==> src/assert_macros.svh <==
// Assertion macros used by the RTL top level.
`ifndef ASSERT_MACROS_SVH
`define ASSERT_MACROS_SVH
// Clocked check, disabled while reset is high.
`define FWHT_ASSERT(lbl, prop, msg) \
  lbl: assert property (@(posedge clk) disable iff (rst) prop) else $error(msg);
// Clocked check that also holds during reset.
`define FWHT_ASSERT_ALWAYS(lbl, prop, msg) \
  lbl: assert property (@(posedge clk) prop) else $error(msg);
`endif

==> src/fwht_pkg.sv <==
// Package with types, constants and helpers of the Walsh-Hadamard transform unit.
package fwht_pkg;
  localparam int LOG2_MAX_LEN = 6;
  localparam int MAX_LEN = 1 << LOG2_MAX_LEN;
  localparam int WORD_W = 30;
  localparam int SAMPLE_W = 24;
  localparam int CNT_W = LOG2_MAX_LEN + 1;
  localparam int LOG_W = 3;
  localparam int ADDR_W = 4;

  localparam logic [1:0] REG_SIZE_LOG2 = 2'd0;
  localparam logic [1:0] REG_DIRECTION = 2'd1;
  localparam logic [1:0] REG_OUTPUT_ORDER = 2'd2;

  typedef logic signed [WORD_W-1:0] word_t;

  typedef enum logic [2:0] {
    OP_HOLD  = 3'd0,
    OP_LOAD  = 3'd1,
    OP_BFLY  = 3'd2,
    OP_PERM  = 3'd3,
    OP_SHIFT = 3'd4
  } cell_op_t;

  typedef struct packed {
    cell_op_t op;
    logic     inverse;
  } cell_ctrl_t;

  typedef enum logic [3:0] {
    ST_LOAD  = 4'b0001,
    ST_STAGE = 4'b0010,
    ST_PERM  = 4'b0100,
    ST_EMIT  = 4'b1000
  } state_t;

  function automatic int bit_rev(input int v, input int bits);
    int r;
    r = 0;
    for (int k = 0; k < bits; k++) begin
      r = (r << 1) | ((v >> k) & 1);
    end
    return r;
  endfunction
endpackage

==> src/fwht_cell.sv <==
// One cell of the vector row: holds a word, loads a sample, butterflies with its partner, permutes, shifts.
module fwht_cell (
  input  logic                 clk,
  input  fwht_pkg::cell_ctrl_t ctrl,
  input  logic                 load_sel,
  input  logic                 upper,
  input  fwht_pkg::word_t      sample,
  input  fwht_pkg::word_t      partner,
  input  fwht_pkg::word_t      perm_in,
  input  fwht_pkg::word_t      next_in,
  output fwht_pkg::word_t      word
);
  logic signed [fwht_pkg::WORD_W:0] res;
  logic signed [fwht_pkg::WORD_W:0] adj;
  fwht_pkg::word_t bfly;

  always_comb begin
    if (upper) begin
      res = {word[fwht_pkg::WORD_W-1], word} + {partner[fwht_pkg::WORD_W-1], partner};
    end else begin
      res = {partner[fwht_pkg::WORD_W-1], partner} - {word[fwht_pkg::WORD_W-1], word};
    end
    // truncate toward zero when halving
    adj = res + {{fwht_pkg::WORD_W{1'b0}}, res[fwht_pkg::WORD_W]};
    if (ctrl.inverse) begin
      bfly = adj[fwht_pkg::WORD_W:1];
    end else begin
      bfly = res[fwht_pkg::WORD_W-1:0];
    end
  end

  always_ff @(posedge clk) begin
    unique case (ctrl.op)
      fwht_pkg::OP_LOAD:  if (load_sel) word <= sample;
      fwht_pkg::OP_BFLY:  word <= bfly;
      fwht_pkg::OP_PERM:  word <= perm_in;
      fwht_pkg::OP_SHIFT: word <= next_in;
      default:            word <= word;
    endcase
  end
endmodule

==> config.mk <==
export PLATFORM = sky130hd
export DESIGN_NAME = fwht_cell
export DESIGN_NICKNAME = d
export VERILOG_FILES = /design/src/assert_macros.svh /design/src/fwht_pkg.sv /design/src/fwht_cell.sv
export SDC_FILE = /design/constraint.sdc
export NUM_CORES = 1
export LEC_CHECK = 0
export ABC_CLOCK_PERIOD_IN_PS = 10900
export BUFFER_PORTS_ARGS = -buffer_cell sky130_fd_sc_hd__buf_2
export CAP_MARGIN = 5
export CORE_MARGIN = 5
export CORE_UTILIZATION = 50
export CTS_CLUSTER_DIAMETER = 200
export CTS_CLUSTER_SIZE = 28
export DETAILED_ROUTE_END_ITERATION = 12
export GPL_TIMING_DRIVEN = 0
export PLACE_DENSITY_LB_ADDON = 0.08
export SLEW_MARGIN = 20
export SYNTH_ARGS = -nofsm -noshare
export SYNTH_HDL_FRONTEND = slang
export SYNTH_SLANG_ARGS = --single-unit
==> constraint.sdc <==
create_clock -name clk -period 10.9 [get_ports clk]
set_clock_uncertainty 0.15 [all_clocks]
set_input_delay 2.18 -clock clk [delete_from_list [all_inputs] [get_ports clk]]
set_output_delay 2.18 -clock clk [all_outputs]
set_load 0.01 [all_outputs]
==> impl_results.md <==
* Outcome: finished clean
* Met2 wire length at about 9400 microns
* Synth cell types at 84
* RR Startpoint: word[13]
* Sw frac at 49.4%
* Area grow syn2layout at 19.2%
* Tmin final at 8.85 ns
* Post-DP HPWL at between 15000 and 20000 microns
* # setup viols final at 0
* Max-cap violations at 0
* Total Routed Length at around 21000 microns
* Rel. slew slack at 42.0%
* CP max-delay cell: or4_4
* Drt via density at 6.37
* Biggest regs: word: 30 flops
* Hold crit path type: flop to flop
* CTS clk-pin slew, worst paths at roughly 0.050 ns
* Fillers at 1116
* Routed wire per std cell at 19.2 microns
* Hold_buf cts at 0
* TNS Setup at 0 ns
* Final instance area at 7020 sq um
* Switching power at 439 uW
* Fin. Hold Viols at 0
* Synthesized area at 5890 sq um
* Die Ht at 119 microns
* Routed metal-1 wire length at around 9500 microns
* Worst path required time at 10.77 ns
* Logic gate share of total power at 66.0%
* Total track usage at 28.9%
* Achievable frequency at between 100 and 150 MHz
* Metal3 WL at 1960 microns
* Num Clock Sinks at 30
* Worst-Margin Slew at 0.862 ns
* Grt total ovfl at 0
* CTS tree: done
* Critical Path Start Type: input pin
* Final Slew Violations at 0
* Chip Width at 119 microns
* Hold_sp: word[0]
* Pleak at 2.94 nW
* Synthesized netlist cell count at 807
* Crit path top cell by count: a21oi_1
* Hold WS at 1.02 ns
* Num rows at 39
* Die ar. at 14100 sq um
* Sequential area share after synthesis at around 15%
* Most frequent cells in the layout: buf_2 (164), nor2_1 (76), a21oi_1 (76)
* Worst Hold End: word[0]
* FF-to-FF path depth at 23
* Routed Antenna Nets at 0
* Nets at 1133
* DR pass1 iterations at 5
* Starting DRC count in detailed routing at 718
* Crit path max fanout at 10
* # IOs at 157
* Mapped Avg Cell Area at ~7.3 sq um
* WS Path Type: input pin to flop
* Clock Power Share at 15.3%
* Hold depth at 4
* Synth Register Bits at 30
* Gpl congestion at 1.03
* Worst Path Buf+Inv at 5
* Int Pwr at 450 uW
* WP data arrival at 8.72 ns
* Most common cell after layout, fill and taps aside: buf_2
* Port bufs at 155
* Final Cycle Share at 81.2%
* Synth warnings at 0
* Crit end category: flop
* Worst r2r dst: word[23]
* Critical Path Max Stage Delay at 0.57 ns
* Max FFs per register at 30
* Placed inst area at 6890 sq um
* Critical Path Start: upper
* EDFF count, synth at 30
* Share of layout cells above drive strength 1 at 21.5%
* Wire length of the first global-routing pass at ~33000 microns
* Post-CTS setup buffers at 0
* Post-CTS sizing at 0
* Most flops, register: word
* DRC at 0
* Top sig layer: met4
* Peak supply drop at 0.0000712 V
* Syn_nets at 970
* Diode count at 0
* Initial antenna violation count at 0
* CP top delay family: compound AO/OA/AOI/OAI gates
* Worst-path cell chain: buf_2 -> clkbuf_1 -> clkbuf_1 -> a21oi_1 -> xor2_1 -> ha_1 -> buf_2 -> a21oi_1 -> o221ai_2 -> a221oi_2 -> a21oi_1 -> a21o_1 -> xnor2_1 -> and2_1 -> ha_1 -> inv_1 -> or4_4 -> or2_4 -> or4_4 -> nor4_4 -> a211oi_1 -> a211oi_1 -> o21ai_1
* PD cells at 127 nW/um^2
* Worst-Skew Late Latency at around 0.29 ns
* Largest net degree at the start of global routing at 23
* Placeable Area at 11500 sq um
* Seq pwr share at 18.7%
* Clk root buf: clkbuf_16
* CTS Buffer Depth at 2
* Vias in the first global route at roughly 6.5k
* Synth Flop Type: edfxtp_1
* Starting Density at between 50 and 60%
* Unrepaired setup endpoints after global routing: no
* Vias at 7095
* Num CTS Buffers at 5
* H-tree Lvls at 2
* Asr flop ratio synth at 0%
* Flop2flop setup slack at about 3.6 ns
==> synthesized netlist by cell type (all sizes together), types with 3 or more instances <==
cell     number  area share [%]
nor2b         7            0.74
nor3         24             2.2
o21ai        61             5.2
a211o         5            0.74
o221ai       14             2.2
o21bai        4            0.57
and2         14             1.5
inv          27             1.7
a211oi       15             2.3
or3           8            0.85
xnor2        20             3.0
o211a         3            0.51
or2           6            0.68
buf          10            0.83
nor4         13             1.8
or4           4            0.64
xor2         31             4.6
a31oi        11             1.2
a41oi         3            0.45
a21o         17             2.2
and4          5            0.74
a221oi       10             1.7
a22oi         3            0.38
ha           35             7.4
o21a          7            0.89
edfxtp       30              15
o22ai        24             2.5
nand2        73             4.7
nand2b        9            0.96
a2bb2oi       5            0.74
mux2          7             1.4
a21oi        76             6.5
a2111oi       3            0.55
o31ai         4            0.74
and3         16             1.7
o2111ai       4            0.59
clkbuf       33             2.1
nor2         78             5.1
o211ai       10             1.3
mux2i        10             1.7
nand3        18             1.5
nand4        11             1.3
o22a         10             1.5
==> worst register-to-register path: cells and delay by family, from the launching register on <==
kind / cells / cell delay [ns]
AO/OA/AOI/OAI: 8 / 1.81
AND/OR/NAND/NOR: 9 / 3.08
adder cells (fa/ha/maj): 2 / 0.59
XOR/XNOR: 2 / 0.46
buffers and inverters: 2 / 0.44
flip-flops: 1 / 0.54
==> metal layers <==
| metal | GRT usage (%) | up-vias |
|---|---|---|
| li1 | - | 3443 |
| met1 | 40.6 | 3238 |
| met2 | 45.6 | 375 |
| met3 | 4.25 | 39 |
| met4 | 9.36 | 0 |
| met5 | 0 | - |
==> area by class of cell <==
| class | count | area [sq um] | share of cell area, % |
|---|---|---|---|
| clock inverters | 2 | 8.76 | 0.125 |
| plain buffers | 43 | 173 | 2.46 |
| clock buffers | 6 | 129 | 1.83 |
| flip-flops and latches | 30 | 901 | 12.8 |
| repair buffers | 156 | 803 | 11.4 |
| inverters | 27 | 101 | 1.44 |
| multi-input cells | 707 | 4730 | 67.3 |
| well taps | 143 | 179 | 2.55 |
==> metrics by stage <==
step | util, % | setup slack [ns] | power, mW | std cells
6_report | 61.3 | 2.05 | 0.889 | 1114
5_1_grt | 61.3 | 1.68 | 0.952 | 1114
4_1_cts | 61.3 | 2.10 | 0.876 | 1114
3_5_place_dp | 60.1 | 1.82 | 0.739 | 1106
3_3_place_gp | 59.7 | 1.81 | 0.734 | 1105
2_1_floorplan | - | 3.51 | 0.579 | 807
==> worst max-delay path by stage <==
stage | end | slack, ns | cells past startpoint
detailed placement | word[23] | 1.82 | 22
global placement | word[23] | 1.81 | 23
finish | word[23] | 2.05 | 23
CTS | word[23] | 2.10 | 22
global route | word[23] | 1.68 | 23
floorplan | word[23] | 3.51 | 22
==> power by group through the flow <==
stage	clock network (mW)	registers (mW)	logic (mW)
after global placement	0	0.168	0.566
after CTS	0.137	0.165	0.575
after global routing	0.140	0.167	0.645
final	0.136	0.166	0.587
after floorplan	0	0.165	0.414
after detailed placement	0	0.168	0.571
==> kinds of logic (layout without fill, tap and decap cells) <==
group	count (synthesis)	count (layout)	synth area share [%]
flops	30	30	15.3
xor+xnor	51	51	7.58
mux	17	17	3.10
simple gates	294	294	25.8
buf+inv	70	234	4.65
compound gates	309	309	35.8
fa+ha+maj	36	36	7.77
(Power assumes the default switching activity.)
